`config.mk`:
```
export PLATFORM = sky130hd
export DESIGN_NAME = salru_queue
export DESIGN_NICKNAME = d
export VERILOG_FILES = /design/src/rtl/salru_pkg.sv /design/src/rtl/salru_queue.sv
export SDC_FILE = /design/constraint.sdc
export NUM_CORES = 1
export LEC_CHECK = 0
export ABC_AREA = 0
export BUFFER_PORTS_ARGS = -buffer_cell sky130_fd_sc_hd__buf_2
export CORE_UTILIZATION = 51
export CTS_CLUSTER_SIZE = 40
export DETAILED_ROUTE_END_ITERATION = 10
export PLACE_DENSITY = 0.78
export SLEW_MARGIN = 40
export SYNTH_ARGS = -nofsm -noshare
export SYNTH_HDL_FRONTEND = slang
export SYNTH_SLANG_ARGS = --single-unit
```
`constraint.sdc`:
```
create_clock -name clk -period 3 [get_ports clk]
set_input_delay 0.6 -clock clk [delete_from_list [all_inputs] [get_ports clk]]
set_output_delay 0.6 -clock clk [all_outputs]
set_load 0.05 [all_outputs]
```
`src/rtl/salru_pkg.sv`:
```
`timescale 1ns / 1ps
// ----------------------------------------------------------------------------
// salru_pkg
// Shared types, sizes and codes of the set-associative LRU tag store model.
// ----------------------------------------------------------------------------
package salru_pkg;

  // store geometry
  localparam int MAX_SET_BITS = 6;
  localparam int MAX_WAYS     = 8;
  localparam int TAG_WIDTH    = 32;
  localparam int NUM_SETS     = 1 << MAX_SET_BITS;

  localparam int SET_W      = MAX_SET_BITS;
  localparam int WAY_W      = (MAX_WAYS > 1) ? $clog2(MAX_WAYS) : 1;
  localparam int RANK_W     = WAY_W;
  localparam int WAYS_CNT_W = $clog2(MAX_WAYS + 1);
  localparam int SB_W       = $clog2(MAX_SET_BITS + 1);

  localparam logic [RANK_W-1:0] RANK_MAX = RANK_W'(MAX_WAYS - 1);

  // fixed register and field widths
  localparam int SET_BITS_W   = 3;
  localparam int WAYS_W       = 4;
  localparam int BLOCK_BITS_W = 6;
  localparam int SHIFT_W      = BLOCK_BITS_W + 1;
  localparam int ADDR_W       = 64;
  localparam int TOTAL_W      = 32;
  localparam int CFG_IDX_W    = 2;
  localparam int CFG_DATA_W   = 6;

  // request queue between front and back
  localparam int Q_DEPTH = 2;
  localparam int Q_PTR_W = $clog2(Q_DEPTH);
  localparam int Q_CNT_W = $clog2(Q_DEPTH + 1);

  // configuration register indexes
  localparam logic [CFG_IDX_W-1:0] CFG_SET_BITS   = 2'd0;
  localparam logic [CFG_IDX_W-1:0] CFG_WAYS       = 2'd1;
  localparam logic [CFG_IDX_W-1:0] CFG_BLOCK_BITS = 2'd2;

  // access actions
  localparam logic [1:0] ACT_LOAD   = 2'd0;
  localparam logic [1:0] ACT_STORE  = 2'd1;
  localparam logic [1:0] ACT_MODIFY = 2'd2;
  localparam logic [1:0] ACT_FETCH  = 2'd3;

  // lookup outcomes
  localparam logic [1:0] OUT_HIT   = 2'd0;
  localparam logic [1:0] OUT_MISS  = 2'd1;
  localparam logic [1:0] OUT_EVICT = 2'd2;

  // one line of the store
  typedef struct packed {
    logic                 valid;
    logic [TAG_WIDTH-1:0] tag;
    logic [RANK_W-1:0]    rank;
  } line_t;

  localparam int LINE_W = $bits(line_t);
  localparam int ROW_W  = LINE_W * MAX_WAYS;

  // all ways of one set
  typedef line_t [MAX_WAYS-1:0] row_t;

  // effective configuration
  typedef struct packed {
    logic [SB_W-1:0]         set_bits;
    logic [WAYS_CNT_W-1:0]   ways;
    logic [BLOCK_BITS_W-1:0] block_bits;
  } cfg_t;

  // classified lookup request
  typedef struct packed {
    logic [SET_W-1:0]     set;
    logic [TAG_WIDTH-1:0] tag;
    logic                 modify;
  } req_t;

endpackage

```
`src/rtl/salru_queue.sv`:
```
`timescale 1ns / 1ps
// ----------------------------------------------------------------------------
// salru_queue
// Short first-in first-out queue of lookup requests between front and back.
// ----------------------------------------------------------------------------
module salru_queue (
  input  logic            clk,
  input  logic            rst,
  input  logic            push,
  input  salru_pkg::req_t push_req,
  input  logic            pop,
  output salru_pkg::req_t head,
  output logic            empty,
  output logic            full
);

  salru_pkg::req_t                 entries [salru_pkg::Q_DEPTH];
  logic [salru_pkg::Q_PTR_W-1:0]   wr_ptr;
  logic [salru_pkg::Q_PTR_W-1:0]   rd_ptr;
  logic [salru_pkg::Q_CNT_W-1:0]   count;

  assign empty = (count == '0);
  assign full  = (count == salru_pkg::Q_CNT_W'(salru_pkg::Q_DEPTH));
  assign head  = entries[rd_ptr];

  // pointers and fill count
  always_ff @(posedge clk) begin
    if (rst) begin
      wr_ptr <= '0;
      rd_ptr <= '0;
      count  <= '0;
    end else begin
      if (push) begin
        wr_ptr <= wr_ptr + 1'b1;
      end
      if (pop) begin
        rd_ptr <= rd_ptr + 1'b1;
      end
      if (push && !pop) begin
        count <= count + 1'b1;
      end else if (pop && !push) begin
        count <= count - 1'b1;
      end
    end
  end

  // entry storage
  always_ff @(posedge clk) begin
    if (push) begin
      entries[wr_ptr] <= push_req;
    end
  end

endmodule

```
Word-level counts from Yosys, hierarchy flattened
Memories as Yosys holds them, arrays and structs flattened. A register that Yosys moved wholly into a read port is not among the register bits.
Index checks and enable logic that the tools add are counted.
{"block": "op_classes", "n_addsub": 4, "n_eq_ne": 1, "muxes": 6, "reduce_logical": 6}
{"cell": "$mux 1", "n": 4}
{"cell": "$mux 2", "n": 2}
{"cell": "$add 1x1->1 const B", "n": 2}
{"cell": "$add 2x1->2 const B", "n": 1}
{"cell": "$eq 2x2->1 const B", "n": 1}
{"cell": "$logic_and 1x1->1", "n": 2}
{"cell": "$logic_not 1->1", "n": 2}
{"cell": "$logic_not 2->1", "n": 1}
{"cell": "$reduce_bool 2->1", "n": 1}
{"cell": "$sub 2x1->2 const B", "n": 1}
{"block": "totals", "ram_bits": 78, "register_bits": 4, "mem_count": 1, "in_bits": 43, "wordCells": 21}
{"memory": "entries", "words": 2, "width": 39, "read_ports": 1, "rd_clocked_by_memory_dff": 1, "write_ports": 1, "line_no": "salru_queue.sv:17", "rtl": "salru_pkg::req_t entries [salru_pkg::Q_DEPTH];"}

Logic depth before layout (Yosys ltp)
Gate-level depths: netlist (run 1).
{"block": "logic_depth", "word_depth": 4, "mapped_depth": 5}

Worst setup path after synthesis (run 1)
Ideal clock, no wire load.
{"block": "synth_timing", "path_type": "input to register", "startpoint": "input port push", "endpoint": "memory entries[0][0] (netlist bit) (enable)", "stages": 1, "setup_time_ns": 0.440, "n_path_buf": 0, "arrival_time_ns": 2.347, "slack_ns": 0.213, "path_cell_list": "nor2b_1"}
{"block": "synth_between", "elab_chain_cells": 2}
{"element": "start: declaration", "line_no": "salru_queue.sv:9", "rtl": "input logic push,"}
{"element": "$mux 1", "line_no": "salru_queue.sv:49", "rtl": "if (push) begin"}
{"element": "$mux 1 (implied by the code)", "line_no": "salru_queue.sv:50", "rtl": "entries[wr_ptr] <= push_req;"}
{"element": "end: declaration", "line_no": "salru_queue.sv:17"}
No other way between the ends.

==> qor.csv, run 1 <==
metric;value;unit
number of cells after detailed placement;298;
critical-path cell list;buf_4 > mux2_2 > buf_2;
R2R cell count;2;
Setup Skew;0.00417;ns
Arr. time, crit path;1.90;ns
multi-input logic area;552;um2
Setup WS pre-CTS;0.827;ns
Max clock buf depth;2;
die area;6230;um2
leak pwr;1.41;nW
mux cell area share after synthesis;0.146;
worst r2r dst;entries[1][12];
CP top delay family;flip-flops;
post-cts sizing count;0;
Max Clk Rate;400;MHz
H-Tree Depth;3;
Layout Cells excl Fill;313;
CTS tree;done;
post-route clock period utilization;0.833;
Setup WS post-layout;0.502;ns
setup TNS;0;ns
commonest cells after routing, fill and taps aside;83 x buf_2, 78 x edfxtp_1, 39 x mux2_2;
hold_buf cts;0;
Area growth syn-to-layout;22.5;%
Boundary Pins;84;
max-slew violations;0;
via-per-instance ratio;4.93;
cell area after technology mapping;3020;um2
# diodes;0;
Port-buffer cells;83;
clk_lat worst skew;0.33;ns
register area share after synthesis;0.809;
Tmin final;2.50;ns
DRT Pass-1 Iters;4;
Critical Path End;head[0];
TritonCTS buffer count;9;
post-synthesis compound-gate area fraction;0.00332;
largest family of logic cells by synthesized area;multiplexers;
Worst Path Required;2.40;ns
register share of total power;0.558;
WL/cell;15.6;um
Post-Synth Simple-Gate Area;0.0153;
largest net degree at the start of global routing;26;
total power draw;0.00247;W
Fin. Hold Viols;0;
Crit path depth;3;
slowest CP cell;dfxtp_2;
Setup Fix Bufs, Post-CTS;0;
startpoint types;register;
vias in the first global route;1554;
# rows;27;
Root Buffer;clkbuf_8;
CTS sink cnt;83;
initial core utilization;0.538;
Syn Inst Count;143;
Clock power frac;0.254;
Setup CP Type;reg2out;
worst r2r src;wr_ptr;
YS warnings;0;
Worst Tran Pin Value;0.509;ns
DRT iter0 DRCs;116;
syn_nets;187;
Die Width;78.9;um
syn_area_per_cell;21.1;um2
Global Route Usage Sum;0.168;
placed cell areas;3550;um2
wirelength, routed;4.89;mm
flip-flop and latch area;2440;um2
net switching power;0.000700;W
fillcell total;429;
Synth Area in Adders;0.00415;
post-synthesis register bit count;83;
GPL Wtd Cong;0.728;
post-route antenna net violation count;0;
layout cells sized above 1;0.585;
Pwr per Cell Area;669;nW/um2
Vias;1543;
WP buf/inv;2;
GRT overflow;0;
Yosys cell types;17;
RSZ-0062 raised after global routing;false;
DRC viols;0;
Sw Share;0.283;
crit end category;output port;
Final setup viols;0;
Clock transition at path regs;0.07;ns
DIE HEIGHT;78.9;um
cell area after layout;3700;um2
max-slew headroom at the worst pin;0.660;
crit-path max FO;22;
xor and xnor area share after synthesis;0.0116;
Tightest Hold Check Type;in2reg;
Combinational Power Share;0.189;
R2R Setup Slk;1.46;ns
Core Area;5610;um2
peak supply drop;344;uV
max incr delay on CP;0.65;ns
Nets;281;
initial antenna violation count;0;
Power Internal;0.00177;W
status;finished, final reports clean;
commonest non-fill, non-tap cell in the layout;buf_2;
DP HPWL;3.37;mm
first-pass GRT wire length;7.42;mm
max-cap violation count;0;
-- worst min-delay path by stage --
stage                       from              to  cells after the start
floorplan               count[1]        count[1]                      2
global placement        count[1]        count[1]                      2
detailed placement      count[1]        count[1]                      2
CTS                  push_req[8]   entries[1][8]                      1
global route        push_req[32]  entries[1][32]                      1
finish               push_req[8]   entries[1][8]                      1
-- routing by layer --
metal  GRT usage  wire length [um]  up-vias
met3      0.0517               242       13
met4       0.107               159        0
met5           0                 0        -
met1       0.204              2120      736
met2       0.262              2370       50
li1            -                 -      744
-- power by group through the flow --
stage,clock network (W),registers (W),logic (W)
after floorplan,0,0.00139,0.000362
after global placement,0,0.00140,0.000464
after detailed placement,0,0.00141,0.000469
after CTS,0.000642,0.00138,0.000470
after global routing,0.000695,0.00138,0.000490
final,0.000627,0.00138,0.000466
-- per-stage QoR --
| step | hold slack (ns) | util |
|---|---|---|
| 6_report | 0.447 | 0.659 |
| 3_5_place_dp | 0.491 | 0.633 |
| 4_1_cts | 0.435 | 0.659 |
| 2_1_floorplan | 0.461 | - |
| 5_1_grt | 0.426 | 0.659 |
| 3_3_place_gp | 0.484 | 0.633 |
-- sequential cells by signal, indices dropped and copies added, names as in the netlist, named ones only --
| name | cells |
|---|---|
| rd_ptr | 1 |
| wr_ptr | 1 |
| entries | 78 |
| count | 2 |
-- area by class of cell --
cell class              count  area share
clock buffers              10      0.0345
repair buffers             87       0.124
clock inverters             5     0.00575
well taps                  72      0.0244
multi-input cells          55       0.149
flip-flops and latches     83       0.661
inverters                   1     0.00102
-- kinds of logic (layout without fill, tap and decap cells) --
kind of cell	after synthesis	count (layout)
multiplexers	39	39
AO/OA/AOI/OAI	2	2
buffers and inverters	5	103
XOR/XNOR	4	4
flip-flops	83	83
adder cells (fa/ha/maj)	1	1
AND/OR/NAND/NOR	9	9
-- worst register-to-register path: cells and delay by family, from the launching register on --
family / cells / cell delay, ns
buf+inv: 1 / 0.40
simple gates: 1 / 0.40
flops: 1 / 0.41
-- synthesized netlist by cell type --
cell type   n  area share
nor2b_1     1      0.0021
ha_1        1      0.0041
o21ai_0     1      0.0017
xnor2_1     2      0.0058
dfxtp_1     5       0.033
nor2_1      5      0.0062
mux2_2     39        0.15
buf_2       2      0.0033
buf_4       1      0.0025
xor2_1      2      0.0058
edfxtp_1   78        0.78
a21oi_1     1      0.0017
buf_6       1      0.0037
inv_1       1      0.0012
and2b_2     1      0.0029
or3_1       1      0.0021
and2_1      1      0.0021
Power figures use the tool's default switching activity.
==> inputs of run 2 (changes only) <==
clock period = 2.5 ns   (was 3 ns; I/O delays follow)
==> run 2 against run 1 <==
Against the previous run:
- core utilization rose by 0.40 points
- global-route usage hardly changed
- setup slack lost 0.13 ns
- non-clock buffer count up 1
- hold slack worse by 0.10 ns
- via count increased by 0.84%
- sequential power grew 20%
- combinational power up 22%
==> qor.csv, run 2 (same netlist as run 1, synthesis figures left out) <==
metric;value;unit
CP top delay family;flip-flops;
Root Buffer;clkbuf_8;
Setup CP Type;reg2out;
DP HPWL;3.25;mm
hold_buf cts;0;
peak supply drop;455;uV
Max clock buf depth;2;
largest net degree at the start of global routing;40;
status;finished, final reports clean;
DIE HEIGHT;78.9;um
R2R Setup Slk;1.00;ns
commonest non-fill, non-tap cell in the layout;buf_2;
DRT Pass-1 Iters;4;
post-route antenna net violation count;0;
max-slew violations;0;
WL/cell;15.2;um
wirelength, routed;4.80;mm
slowest CP cell;dfxtp_2;
Vias;1556;
Tightest Hold Check Type;in2reg;
cell area after layout;3720;um2
leak pwr;1.42;nW
DRC viols;0;
TritonCTS buffer count;9;
Tmin final;2.13;ns
DRT iter0 DRCs;61;
post-route clock period utilization;0.852;
CTS sink cnt;83;
GRT overflow;0;
max incr delay on CP;0.47;ns
max-slew headroom at the worst pin;0.645;
Global Route Usage Sum;0.167;
GPL Wtd Cong;0.733;
CTS tree;done;
Arr. time, crit path;1.63;ns
hold slack;0.347;ns
WP buf/inv;2;
via-per-instance ratio;4.94;
crit end category;output port;
Max Clk Rate;469;MHz
commonest cells after routing, fill and taps aside;83 x buf_2, 78 x edfxtp_1, 39 x mux2_2;
Fin. Hold Viols;0;
initial antenna violation count;0;
Core Area;5610;um2
Largest register FFs;78;
Setup Fix Bufs, Post-CTS;0;
crit-path max FO;12;
startpoint types;register;
Top reg by flops;entries;
# diodes;0;
initial core utilization;0.538;
Pwr per Cell Area;811;nW/um2
H-Tree Depth;3;
placed cell areas;3550;um2
Nets;282;
RSZ-0062 raised after global routing;false;
Area growth syn-to-layout;23.2;%
Worst Tran Pin Value;0.532;ns
layout cells sized above 1;0.593;
Die Width;78.9;um
Setup Skew;0.00854;ns
die area;6230;um2
first-pass GRT wire length;7.45;mm
Boundary Pins;84;
vias in the first global route;1590;
clk_lat worst skew;0.33;ns
Final setup viols;0;
max-cap violation count;0;
post-cts sizing count;0;
Clock transition at path regs;0.08;ns
setup TNS;0;ns
# rows;27;
largest registers;entries (78), count (2);
Worst Path Required;2.00;ns
critical-path cell list;buf_4 > mux2_2 > buf_2;
Port-buffer cells;83;
run 2: worst reg2reg max path, cell delays in order (launching register included):
cell and delay [ns]:
dfxtp_1 0.41, and2_2 0.47, buf_4 0.31
run 2: per-layer routing:
metal	GRT usage	part of all wire
met4	0.0873	0.013
met1	0.216	0.43
met2	0.263	0.50
met3	0.0425	0.064
met5	0	0
run 2: area by class of cell:
cell class	count	area, um2
Clock buffer	13	149
Clock inverter	3	15.0
Fill cell	416	1890
Inverter	1	3.75
Multi-Input combinational cell	55	552
Sequential cell	83	2440
Tap cell	72	90.1
Timing Repair Buffer	88	465
run 2: through the flow:
| step | power [W] | worst slack (ns) | util | cells |
|---|---|---|---|---|
| CTS | 0.00305 | 0.327 | 0.663 | 315 |
| finish | 0.00302 | 0.369 | 0.663 | 315 |
| floorplan | 0.00210 | 0.539 | - | 143 |
| detailed placement | 0.00225 | 0.696 | 0.634 | 299 |
| global placement | 0.00224 | 0.733 | 0.634 | 299 |
| global route | 0.00313 | 0.272 | 0.663 | 315 |
run 2: final timing paths:
check	to	cells after the start	startpoint
setup / recovery	head[38]	3	register
hold / removal	entries[0][36]	1	push_req[36]
setup reg to reg	entries[1][7]	2	wr_ptr
hold reg to reg	register	2	rd_ptr
run 2: power by group:
part | internal [W] | leakage [nW] | switching (W)
logic | 0.000169 | 0.561 | 0.000398
registers | 0.00162 | 0.774 | 0.0000299
clock network | 0.000384 | 0.0872 | 0.000419
