--- config.mk ---
export PLATFORM = sky130hd
export DESIGN_NAME = salru_front
export DESIGN_NICKNAME = d
export VERILOG_FILES = /design/src/rtl/salru_pkg.sv /design/src/rtl/salru_front.sv
export SDC_FILE = /design/constraint.sdc
export NUM_CORES = 1
export LEC_CHECK = 0
export ABC_AREA = 1
export BUFFER_PORTS_ARGS = -buffer_cell sky130_fd_sc_hd__buf_4
export CAP_MARGIN = 25
export CORE_AREA = 2 2 117 119
export DETAILED_ROUTE_END_ITERATION = 6
export DIE_AREA = 0 0 119 121
export PLACE_DENSITY = 0.72
export RECOVER_POWER = 100
export SYNTH_ARGS = -nofsm -noshare
export SYNTH_HDL_FRONTEND = slang
export SYNTH_SLANG_ARGS = --single-unit
--- constraint.sdc ---
create_clock -name vclk -period 6.2
set_clock_uncertainty 0.1 [all_clocks]
set_input_delay 0.62 -clock vclk [all_inputs]
set_output_delay 0.62 -clock vclk [all_outputs]
set_load 0.02 [all_outputs]
--- src/rtl/salru_pkg.sv ---
`timescale 1ns / 1ps
// ----------------------------------------------------------------------------
// salru_pkg
// Shared types, sizes and codes of the set-associative LRU tag store model.
// ----------------------------------------------------------------------------
package salru_pkg;

  // store geometry
  localparam int MAX_SET_BITS = 6;
  localparam int MAX_WAYS     = 8;
  localparam int TAG_WIDTH    = 32;
  localparam int NUM_SETS     = 1 << MAX_SET_BITS;

  localparam int SET_W      = MAX_SET_BITS;
  localparam int WAY_W      = (MAX_WAYS > 1) ? $clog2(MAX_WAYS) : 1;
  localparam int RANK_W     = WAY_W;
  localparam int WAYS_CNT_W = $clog2(MAX_WAYS + 1);
  localparam int SB_W       = $clog2(MAX_SET_BITS + 1);

  localparam logic [RANK_W-1:0] RANK_MAX = RANK_W'(MAX_WAYS - 1);

  // fixed register and field widths
  localparam int SET_BITS_W   = 3;
  localparam int WAYS_W       = 4;
  localparam int BLOCK_BITS_W = 6;
  localparam int SHIFT_W      = BLOCK_BITS_W + 1;
  localparam int ADDR_W       = 64;
  localparam int TOTAL_W      = 32;
  localparam int CFG_IDX_W    = 2;
  localparam int CFG_DATA_W   = 6;

  // request queue between front and back
  localparam int Q_DEPTH = 2;
  localparam int Q_PTR_W = $clog2(Q_DEPTH);
  localparam int Q_CNT_W = $clog2(Q_DEPTH + 1);

  // configuration register indexes
  localparam logic [CFG_IDX_W-1:0] CFG_SET_BITS   = 2'd0;
  localparam logic [CFG_IDX_W-1:0] CFG_WAYS       = 2'd1;
  localparam logic [CFG_IDX_W-1:0] CFG_BLOCK_BITS = 2'd2;

  // access actions
  localparam logic [1:0] ACT_LOAD   = 2'd0;
  localparam logic [1:0] ACT_STORE  = 2'd1;
  localparam logic [1:0] ACT_MODIFY = 2'd2;
  localparam logic [1:0] ACT_FETCH  = 2'd3;

  // lookup outcomes
  localparam logic [1:0] OUT_HIT   = 2'd0;
  localparam logic [1:0] OUT_MISS  = 2'd1;
  localparam logic [1:0] OUT_EVICT = 2'd2;

  // one line of the store
  typedef struct packed {
    logic                 valid;
    logic [TAG_WIDTH-1:0] tag;
    logic [RANK_W-1:0]    rank;
  } line_t;

  localparam int LINE_W = $bits(line_t);
  localparam int ROW_W  = LINE_W * MAX_WAYS;

  // all ways of one set
  typedef line_t [MAX_WAYS-1:0] row_t;

  // effective configuration
  typedef struct packed {
    logic [SB_W-1:0]         set_bits;
    logic [WAYS_CNT_W-1:0]   ways;
    logic [BLOCK_BITS_W-1:0] block_bits;
  } cfg_t;

  // classified lookup request
  typedef struct packed {
    logic [SET_W-1:0]     set;
    logic [TAG_WIDTH-1:0] tag;
    logic                 modify;
  } req_t;

endpackage

--- src/rtl/salru_front.sv ---
`timescale 1ns / 1ps
// ----------------------------------------------------------------------------
// salru_front
// Takes accesses, drops instruction fetches, splits the address into set
// and tag and pushes the lookup request into the queue.
// ----------------------------------------------------------------------------
module salru_front (
  input  logic                             start,
  output logic                             busy,
  input  logic [1:0]                       action,
  input  logic [salru_pkg::ADDR_W-1:0]     address,
  input  salru_pkg::cfg_t                  cfg,
  input  logic                             q_full,
  output logic                             q_push,
  output salru_pkg::req_t                  q_req
);

  logic [salru_pkg::ADDR_W-1:0]  set_shifted;
  logic [salru_pkg::ADDR_W-1:0]  tag_shifted;
  logic [salru_pkg::SHIFT_W-1:0] tag_shift;
  logic [salru_pkg::SET_W-1:0]   set_mask;

  // request accepted whenever the queue has room
  assign busy   = q_full;
  assign q_push = start && !q_full && (action != salru_pkg::ACT_FETCH);

  // address split
  assign tag_shift   = salru_pkg::SHIFT_W'(cfg.set_bits) + salru_pkg::SHIFT_W'(cfg.block_bits);
  assign set_shifted = address >> cfg.block_bits;
  assign tag_shifted = address >> tag_shift;
  assign set_mask    = ~({salru_pkg::SET_W{1'b1}} << cfg.set_bits);

  assign q_req.set    = set_shifted[salru_pkg::SET_W-1:0] & set_mask;
  assign q_req.tag    = tag_shifted[salru_pkg::TAG_WIDTH-1:0];
  assign q_req.modify = (action == salru_pkg::ACT_MODIFY);

endmodule

## Word-level counts from Yosys, hierarchy flattened

Index checks and enable logic that the tools add are counted.

| cells by class | value |
|---|---|
| add/subtract/negate cells | 1 |
| equal/unequal tests | 2 |
| shift operators | 3 |
| bitwise gates (word level) | 2 |
| reduce and logical (&&, ||, !) cells | 3 |

Operators with widths:

| operator | count |
|---|---|
| >> shifter 64 x 6 -> 6 bit | 1 |
| >> shifter 64 x 7 -> 32 bit | 1 |
| adder 3 x 6 -> 7 bit | 1 |
| bitwise AND 6 bit | 1 |
| inverter 6 bit | 1 |
| left shift 6 x 3 -> 6 bit, first input constant | 1 |
| equality test 2 bit, second input constant | 1 |
| logical AND 1 bit | 2 |
| inequality test 2 bit, second input constant | 1 |
| logical NOT 1 bit | 1 |

| word-level totals | value |
|---|---|
| register bits after elaboration | 0 |
| input bits | 81 |
| output and inout port bits | 41 |
| logic and storage cells | 11 |

## Logic depth before layout (Yosys ltp)

Gate-level depths: netlist (run 1).

| logic depth | value |
|---|---|
| depth after elaboration | 3 |
| depth in mapped cells | 17 |
| gate-level depth less buffers | 17 |

## Least setup slack after synthesis (run 1)

No wires, ideal clock.

| timing | value |
|---|---|
| path kind | input to output |
| start point | in cfg[1] in the netlist's numbering |
| end point | out q_req[1] in the netlist's numbering |
| arrival time | 2.694 ns |
| required time | 5.480 ns |
| slack | 2.786 ns |
| cell stages on the path | 14 |
| buffers on the path | 4 |
| cell sequence | inv_2 -> clkbuf_1 -> fa_1 -> buf_4 -> inv_2 -> buf_4 -> buf_4 -> nand3_1 -> nand3_1 -> nand3_1 -> nand3_1 -> nand2_1 -> inv_1 -> a21oi_1 |

RTL lines:

| element | line | source |
|---|---|---|
| from (decl) | salru_front.sv:12 | `input salru_pkg::cfg_t cfg,` |
| to (decl) | salru_front.sv:15 | `output salru_pkg::req_t q_req` |

==> results of run 1 <==
path summary, 6_finish.rpt:
kind,from,depth (start not counted),slack (ns),endpoint
worst min-delay path,q_full,2,1.41,busy
worst max-delay path,cfg[1],13,1.10,q_req[14]
cell usage in the layout (no fill, tap or decap), drive strengths merged:
cell type,instances
and2,6
ha,3
nand2,618
clkinv,1
nor3,3
a21boi,1
buf,101
clkbuf,28
o211ai,25
nor2,65
inv,75
fa,1
nand3b,1
nand3,481
or2,9
a21oi,44
o21ai,46
per-layer routing:
layer | up-vias | part of all wire (%) | global-route usage [%] | wire, µm
li1 | 4982 | - | - | -
met1 | 4586 | 40 | 49.6 | 11200
met2 | 609 | 45 | 62.9 | 12500
met3 | 94 | 10 | 5.50 | 2830
met4 | 0 | 4.4 | 13.2 | 1210
met5 | - | 0 | 0 | 0
power groups by stage:
stage	clock [µW]	sequential [µW]	combinational, µW
2_1_floorplan	0	0	852
3_3_place_gp	0	0	1150
3_5_place_dp	0	0	1160
4_1_cts	0	0	1160
5_1_grt	0	0	1280
6_report	0	0	1160
stage by stage:
step / utilization [%] / worst slack, ns / cells / instance area, µm²
global route: 55.6 / 0.834 / 1684 / 7280
CTS: 56.4 / 1.98 / 1684 / 7380
detailed placement: 56.4 / 1.97 / 1684 / 7380
global placement: 56.4 / 2.00 / 1684 / 7380
floorplan: - / 2.79 / 1481 / 6850
finish: 55.6 / 1.10 / 1684 / 7280
cells by family after synthesis:
kind of cell    after synthesis
buf+inv                     178
fa+ha+maj                     4
compound gates              116
simple gates               1183
area by class of cell:
class / count / area [µm²] / area share (%)
Multi-Input combinational cell: 1303 / 5900 / 81.0
Timing Repair Buffer: 129 / 866 / 11.9
Inverter: 76 / 293 / 4.02
Tap cell: 176 / 220 / 3.03
cells in the mapped netlist (4+ instances only):
master,number,area (µm²)
sky130_fd_sc_hd__nand2_1,610,2290
sky130_fd_sc_hd__nand3_1,478,2390
sky130_fd_sc_hd__inv_1,60,225
sky130_fd_sc_hd__nor2_1,60,225
sky130_fd_sc_hd__a21oi_1,44,220
sky130_fd_sc_hd__buf_2,43,215
sky130_fd_sc_hd__o21ai_0,33,165
sky130_fd_sc_hd__o211ai_1,25,188
sky130_fd_sc_hd__buf_4,23,173
sky130_fd_sc_hd__buf_6,19,214
sky130_fd_sc_hd__o21ai_1,13,65.1
sky130_fd_sc_hd__clkbuf_1,12,45.0
sky130_fd_sc_hd__inv_2,12,45.0
sky130_fd_sc_hd__or2_2,7,43.8
sky130_fd_sc_hd__buf_1,5,18.8
sky130_fd_sc_hd__and2_1,4,25.0
sky130_fd_sc_hd__nand2_2,4,25.0
sky130_fd_sc_hd__nand2_4,4,45.0
==> results.md, run 1 <==
* Outcome: complete, but fails checks
* Failing checks: max-capacitance violations, max-slew violations
* Synth Area in XOR/XNOR at 0%
* Count of instances resized after the clock tree is built at 0
* Number of ports placed on the die boundary at 122
* Largest delay share family, worst path: simple AND/OR/NAND/NOR gates
* Combinational family with the most area after synthesis: simple AND/OR/NAND/NOR gates
* Leakage at 0.00394 µW
* Max FO, Critical Path at 48
* 1st-pass router iterations at 7
* Yosys warnings at 0
* Power density over the cells at ~160 mW/mm²
* Worst Tran Pin Value at 1.62 ns
* Final number of max-transition violations at slightly above 90
* Last weighted congestion value of the routability-driven placer at 1.02
* Post-Synth Adder-Cell Area at 0.840%
* Tot Pwr at 1160 µW
* Worst hold slack at 1.41 ns
* Initial core utilization at 52.4%
* Switching pwr at 800 µW
* Std cell rows at 42
* Number of nets in the layout at 1595
* DR vias/cell at 6.10
* Post-CTS Setup Bufs at 0
* Post-synthesis to final-layout area growth at 6.21%
* Mean routed wirelength per cell at approximately 16 µm
* Antenna violations before repair at 0
* Compound-cell area share of the yosys netlist at 9.42%
* Sum Neg Setup Slack at 0 ns
* DRT iter0 DRCs at roughly 1500
* Die Span X at 119 µm
* Height of the chip at 121 µm
* Count of vias placed by the detailed router at 10300
* Number of maximum-capacitance violations at 1
* Final Cycle Share at 82.2%
* Minimum clock period at about 5 ns
* Hold-fix buffers at CTS at 0
* CP Data Required Time at 5.48 ns
* Net count after synthesis at 1566
* Netlist cell types at 32
* Logic gate share of total power at 100.0%
* Number of sequential cells at 0
* Mean instance size in the synthesized netlist at 4.63 µm²
* Largest stage delay, worst path at 0.93 ns
* Internal Power at 357 µW
* Residual overflow from global routing at 0
* Post-Synthesis Cells at 1481
* Number of hold violations in the final report at 0
* Finish-stage setup viols at 0
* Detailed Route WL at 27.7 mm
* Netlist Area Pre-Place at 0.00685 mm²
* Sequential power share at 0%
* Sequential-to-total area share from yosys stat at 0%
* HPWL after detailed placement at 21.3 mm
* Cell occurring most often along the worst timing path: sky130_fd_sc_hd__nand2_1
* List of cells traversed by the critical path: buf_4 > clkbuf_2 > ha_1 > nand3_2 > nand3_1 > nand2_1 > nand2_1 > buf_4 > nand2_1 > nand3_1 > a21oi_1 > nor2_1 > clkbuf_1
* Data arrival time of the critical path at between 4 and 5 ns
* DR DRC count at 0
* Critical path class: input pin to primary output
* Filler cells at 1520
* Switching share of total power at 69.1%
* Unrepaired setup endpoints after global routing: no
* Number of global-route vias before repair at 8996
* Antenna diodes at 0
* Clock group share of total power at 0%
* Largest net degree at the start of global routing at 91
* Worst IR Drop VDD at roughly 130 µV
* Endpoint class of the critical path: primary output
* GRT Util Overall at 37.8%
* DIE AREA at around 0.014 mm²
* Fraction of the mapped netlist area in simple logic gates at 75.7%
* Post-route ant nets at 0
* Rel. slew slack at -7.74%
* Core Footprint at 0.0131 mm²
* Max Clk Rate at roughly 0.20 GHz
* Startpoint type of the worst setup path: input pin
* Worst Hold Class: input pin to primary output
* Storage element area at 0 µm²
* Portion of netlist area occupied by mux cells at 0%
* Buf/Inv on CP at 4
* Share of post-route cells with drive strength above 1 at 9.55%
* First-pass GRT wire length at 44.8 mm
* Count of clock buffers in the final design at 0
* I/O Buffers at ~120
* Max stage delay cell, worst path: sky130_fd_sc_hd__nand2_1
Power figures use the tool's default switching activity.
==> inputs of run 2 (changes only) <==
- PLACE_DENSITY: 0.72 -> 0.75
- clock period: 6.2 -> 4.3 ns (I/O delays scaled with it)
==> run 2 against run 1 <==
  * The run still ends with max-capacitance violations, max-slew violations left
  * Combinational power is 43% higher
  * Non-clock buffer count rose by 4
  * First-iteration DRC count increased by 17%
  * Cell count rose by 0.24%
  * Core utilization increased by 0.12 points
  * Count of clock-buffer cells in the layout is the same
  * Critical path depth grew 2
  * Critical path type unchanged
==> results.md, run 2 (synthesis gave the netlist of run 1 again) <==
* Outcome: complete, but fails checks
* Failing checks: max-capacitance violations, max-slew violations
* Largest delay share family, worst path: buffers and inverters
* Startpoint type of the worst setup path: input pin
* Sum Neg Setup Slack at 0 ns (unchanged)
* Largest net degree at the start of global routing at 90 (-1.1%)
* CP Data Required Time at 3.77 ns (-1.71 ns)
* Last weighted congestion value of the routability-driven placer at 0.992 (-2.3%)
* GRT Util Overall at 37.2% (-0.58 points)
* Buf/Inv on CP at 5 (+1)
* I/O Buffers at 118 (unchanged)
* Number of hold violations in the final report at 0 (unchanged)
* DR DRC count at 0 (unchanged)
* Std cell rows at 42 (unchanged)
* Post-route ant nets at 0 (unchanged)
* Hold-fix buffers at CTS at 0 (unchanged)
* Critical path class: input pin to primary output
* Setup slack after layout at 0.524 ns (-0.579 ns)
* Data arrival time of the critical path at 3.25 ns (-1.13 ns)
* Max stage delay cell, worst path: sky130_fd_sc_hd__buf_4
* Max Clk Rate at 0.265 GHz
* Number of global-route vias before repair at 8873 (-1.4%)
* Die Span X at 119 µm (unchanged)
* Finish-stage setup viols at 0 (unchanged)
* Filler cells at 1488 (-2.1%)
* Leakage at 0.00394 µW (about the same)
* Height of the chip at 121 µm (unchanged)
* First-pass GRT wire length at 44.3 mm (-1.1%)
* Detailed Route WL at 27.5 mm (-0.59%)
* DRT iter0 DRCs at 1699 (+17%)
* Residual overflow from global routing at 0 (unchanged)
* Post-CTS Setup Bufs at 0 (unchanged)
* Worst Hold Class: input pin to primary output
* Mean routed wirelength per cell at 16.3 µm (-0.82%)
* Count of instances resized after the clock tree is built at 0 (unchanged)
* Unrepaired setup endpoints after global routing: no
* Endpoint class of the critical path: primary output
* Minimum clock period at 3.78 ns
* Placement Setup Slack at 0.861 ns (-1.11 ns)
* Area of combinational cells with multiple inputs at 0.00588 mm² (-0.25%)
* Most common cell after layout, fill and taps aside: sky130_fd_sc_hd__nand2_1
* Cell area reported after detailed placement at 0.00744 mm² (+0.75%)
* HPWL after detailed placement at 20.6 mm (-3.3%)
* Count of vias placed by the detailed router at 10300 (+0.72%)
* Rel. slew slack at -6.31% (+1.4 points)
* Core Footprint at 0.0131 mm² (unchanged)
* Number of ports placed on the die boundary at 122 (unchanged)
* Final Cycle Share at 87.8%
* Leading cell types in the layout, fill and taps excluded: sky130_fd_sc_hd__nand2_1, sky130_fd_sc_hd__nand3_1, sky130_fd_sc_hd__buf_4
* Worst Tran Pin Value at 1.59 ns (-0.0214 ns)
* Storage element area at 0 µm² (unchanged)
* Number of nets in the layout at 1599 (+0.25%)
* Number of sequential cells at 0 (unchanged)
* Count of clock buffers in the final design at 0 (unchanged)
* Post-route cell area at 0.00729 mm² (+0.22%)
* DIE AREA at 0.0144 mm² (unchanged)
* Worst IR Drop VDD at 162 µV (+27%)
* 1st-pass router iterations at 6 (-1)
* Share of post-route cells with drive strength above 1 at 9.13% (-0.42 points)
* Power density over the cells at 228 mW/mm² (+43%)
* Cell occurring most often along the worst timing path: sky130_fd_sc_hd__nand2_1
* List of cells traversed by the critical path: buf_4 > ha_1 > inv_1 > fa_1 > inv_1 > nand2_2 > nand2_1 > buf_4 > nand3_1 > nand2_1 > nand2_1 > nand3_1 > o21ai_0 > a21oi_1 > clkbuf_1
* Antenna diodes at 0 (unchanged)
* Post-synthesis to final-layout area growth at 6.45%
* Largest stage delay, worst path at 0.53 ns (-0.40 ns)
* Max FO, Critical Path at 62 (+29%)
* Final number of max-transition violations at 90 (-1.1%)
* Number of maximum-capacitance violations at 1 (unchanged)
* Antenna violations before repair at 0 (unchanged)
* Initial core utilization at 52.4% (unchanged)
* DR vias/cell at 6.13 (+0.48%)
## run 2: report_power, final
group          total (µW)  switching [µW]  internal, µW
Clock                   0               0             0
Sequential              0               0             0
Combinational        1660            1150           512
Total                1660            1150           512
## run 2: path summary, 6_finish.rpt
kind / start / to / slack, ns / cells after the start
worst max-delay path: cfg[10] / q_req[9] / 0.52 / 15
worst min-delay path: q_full / busy / 1.03 / 2
## run 2: per-stage QoR
stage / util (%) / total power (µW) / std cells / hold slack [ns]
after floorplan: - / 1230 / 1481 / 0.840
after global placement: 56.8 / 1660 / 1688 / 0.968
after detailed placement: 56.8 / 1670 / 1688 / 0.969
after CTS: 56.8 / 1670 / 1688 / 0.969
after global routing: 55.7 / 1840 / 1688 / 1.04
final: 55.7 / 1660 / 1688 / 1.03
## run 2: layer usage
metal  part of all wire, %  vias to the layer above  GRT usage, %
met3                    12                      132          4.46
met2                    43                      722          59.0
met5                     0                        -             0
li1                      -                     4988             -
met1                    40                     4503          51.1
met4                   5.4                        0          15.0
## run 2: area by class of cell
cell class | count | share of cell area (%)
Timing Repair Buffer | 133 | 12.3
Multi-Input combinational cell | 1303 | 80.7
Inverter | 76 | 4.02
Tap cell | 176 | 3.02
==> inputs of run 3 (changes only) <==
- RECOVER_POWER: 100 -> default
==> run 3 against run 2 <==
  * The run ends with design-rule violations left
  * Fmax is 5.8% higher
  * First-iteration DRC count up 1.8%
  * Non-clock buffer count stayed put
  * Count of clock-buffer cells in the layout is the same
  * Combinational power up 4%
  * Die area unchanged
  * Critical path depth stayed put
  * Core utilization up 1.1 points
  * Setup slack gained 0.21 ns
==> results.md, run 3 (synthesis gave the netlist of run 1 again) <==
* Mean routed wirelength per cell at 16.3 µm (about the same)
* Sum Neg Setup Slack at 0 ns (unchanged)
* Switching share of total power at 67.1% (-2.1 points)
* Failing checks: design-rule violations
* Max FO, Critical Path at 41 (-34%)
* Number of hold violations in the final report at 0 (unchanged)
* Sequential power share at 0% (unchanged)
* Core Footprint at 0.0131 mm² (unchanged)
* Number of nets in the layout at 1599 (unchanged)
* HPWL after detailed placement at 20.6 mm (unchanged)
* Worst hold slack at 0.967 ns (-0.0600 ns)
* Internal Power at 565 µW (+10%)
* DR DRC count at 2 (+2)
* Critical path class: input pin to primary output
* Largest net degree at the start of global routing at 90 (unchanged)
* GRT Util Overall at 37.2% (unchanged)
* 1st-pass router iterations at 7 (+1)
* Worst Min Path Start: q_full
* Unrepaired setup endpoints after global routing: no
* Leading cell types in the layout, fill and taps excluded: sky130_fd_sc_hd__nand2_1, sky130_fd_sc_hd__nand3_1, sky130_fd_sc_hd__buf_4
* Post-route ant nets at 0 (unchanged)
* Final Cycle Share at 83.0% (-4.8 points)
* Residual overflow from global routing at 0 (unchanged)
* Initial core utilization at 52.4% (unchanged)
* Leakage at 0.00407 µW (+3.2%)
* Endpoint class of the critical path: primary output
* Worst IR Drop VDD at 163 µV (+0.78%)
* Antenna violations before repair at 0 (unchanged)
* Share of post-route cells with drive strength above 1 at 11.6% (+2.4 points)
* Final number of max-transition violations at 0 (-100%)
* Worst Tran Pin Value at 0.960 ns (-0.635 ns)
* Outcome: complete, but fails checks
* Hold-fix buffers at CTS at 0 (unchanged)
* Post-route cell area at 0.00744 mm² (+2.0%)
* Number of maximum-capacitance violations at 0 (-1)
* Storage element area at 0 µm² (unchanged)
* Max Clk Rate at 0.280 GHz (+5.8%)
* DRT iter0 DRCs at 1730 (+1.8%)
* Rel. slew slack at 35.9% (+42 points)
* Die Span X at 119 µm (unchanged)
* Count of clock buffers in the final design at 0 (unchanged)
* Logic gate share of total power at 100.0% (about the same)
* Std cell rows at 42 (unchanged)
* Number of ports placed on the die boundary at 122 (unchanged)
* First-pass GRT wire length at 44.3 mm (unchanged)
* Count of instances resized after the clock tree is built at 0 (unchanged)
* Antenna diodes at 0 (unchanged)
* Cell area reported after detailed placement at 0.00744 mm² (unchanged)
* Switching pwr at 1150 µW (+0.21%)
* Post-synthesis to final-layout area growth at 8.55%
* Finish-stage setup viols at 0 (unchanged)
* DR vias/cell at 6.13 (about the same)
* Most common cell after layout, fill and taps aside: sky130_fd_sc_hd__nand2_1
* DIE AREA at 0.0144 mm² (unchanged)
* I/O Buffers at 118 (unchanged)
* Crit path launch: cfg[2]
* Clock group share of total power at 0% (unchanged)
* Detailed Route WL at 27.5 mm (about the same)
* Height of the chip at 121 µm (unchanged)
* Filler cells at 1450 (-2.6%)
* Minimum clock period at 3.57 ns (-0.208 ns)
* Last weighted congestion value of the routability-driven placer at 0.992 (unchanged)
* CP Data Required Time at 3.77 ns (about the same)
* Number of sequential cells at 0 (unchanged)
* Startpoint type of the worst setup path: input pin
* Data arrival time of the critical path at 3.04 ns (-0.21 ns)
* Count of vias placed by the detailed router at 10300 (-0.039%)
* Post-CTS Setup Bufs at 0 (unchanged)
* Number of global-route vias before repair at 8873 (unchanged)
* Worst Hold Class: input pin to primary output
* Power density over the cells at 231 mW/mm² (+1.4%)
==> run 3: worst paths after layout <==
kind | slack (ns) | to | cells after the start
max | 0.73 | q_req[5] | 15
min | 0.97 | busy | 2
==> run 3: routing by layer <==
layer	vias to the layer above	wire [µm]	share of wire, %	track usage [%]
met5	-	0	0	0
met4	0	1470	5.3	15.0
met3	129	3410	12	4.46
met2	721	11900	43	59.0
met1	4498	10700	39	51.1
li1	4993	-	-	-
==> run 3: worst max-delay path: stages <==
cell and delay, ns:
sky130_fd_sc_hd__buf_4 0.27, sky130_fd_sc_hd__ha_1 0.35, sky130_fd_sc_hd__nand2_1 0.11, sky130_fd_sc_hd__nand2_1 0.07, sky130_fd_sc_hd__inv_1 0.07, sky130_fd_sc_hd__nand3_1 0.08, sky130_fd_sc_hd__nand2_2 0.64, sky130_fd_sc_hd__nand3_1 0.31
sky130_fd_sc_hd__nand2_1 0.20, sky130_fd_sc_hd__nand2_1 0.06, sky130_fd_sc_hd__nand2_1 0.07, sky130_fd_sc_hd__nand2_1 0.05, sky130_fd_sc_hd__nand3_1 0.11, sky130_fd_sc_hd__inv_1 0.05, sky130_fd_sc_hd__buf_4 0.15
==> run 3: final cells by class <==
cell class / count / area, µm² / share of cell area, %
inverter: 76 / 293 / 3.94
multi-input combinational: 1303 / 5900 / 79.3
tap: 176 / 220 / 2.96
timing repair buffer: 133 / 1020 / 13.8
==> run 3: power by group through the flow <==
stage	combinational, µW	clock, µW	sequential [µW]
final	1720	0	0
after detailed placement	1670	0	0
after CTS	1670	0	0
after global routing	1900	0	0
after global placement	1660	0	0
after floorplan	1230	0	0
==> run 3: through the flow <==
step           std cells  setup slack (ns)  util (%)  total power (µW)
6_report            1688             0.732      56.8              1720
2_1_floorplan       1481              1.27         -              1230
3_5_place_dp        1688             0.861      56.8              1670
3_3_place_gp        1688             0.854      56.8              1660
5_1_grt             1688             0.490      56.8              1900
4_1_cts             1688             0.842      56.8              1670
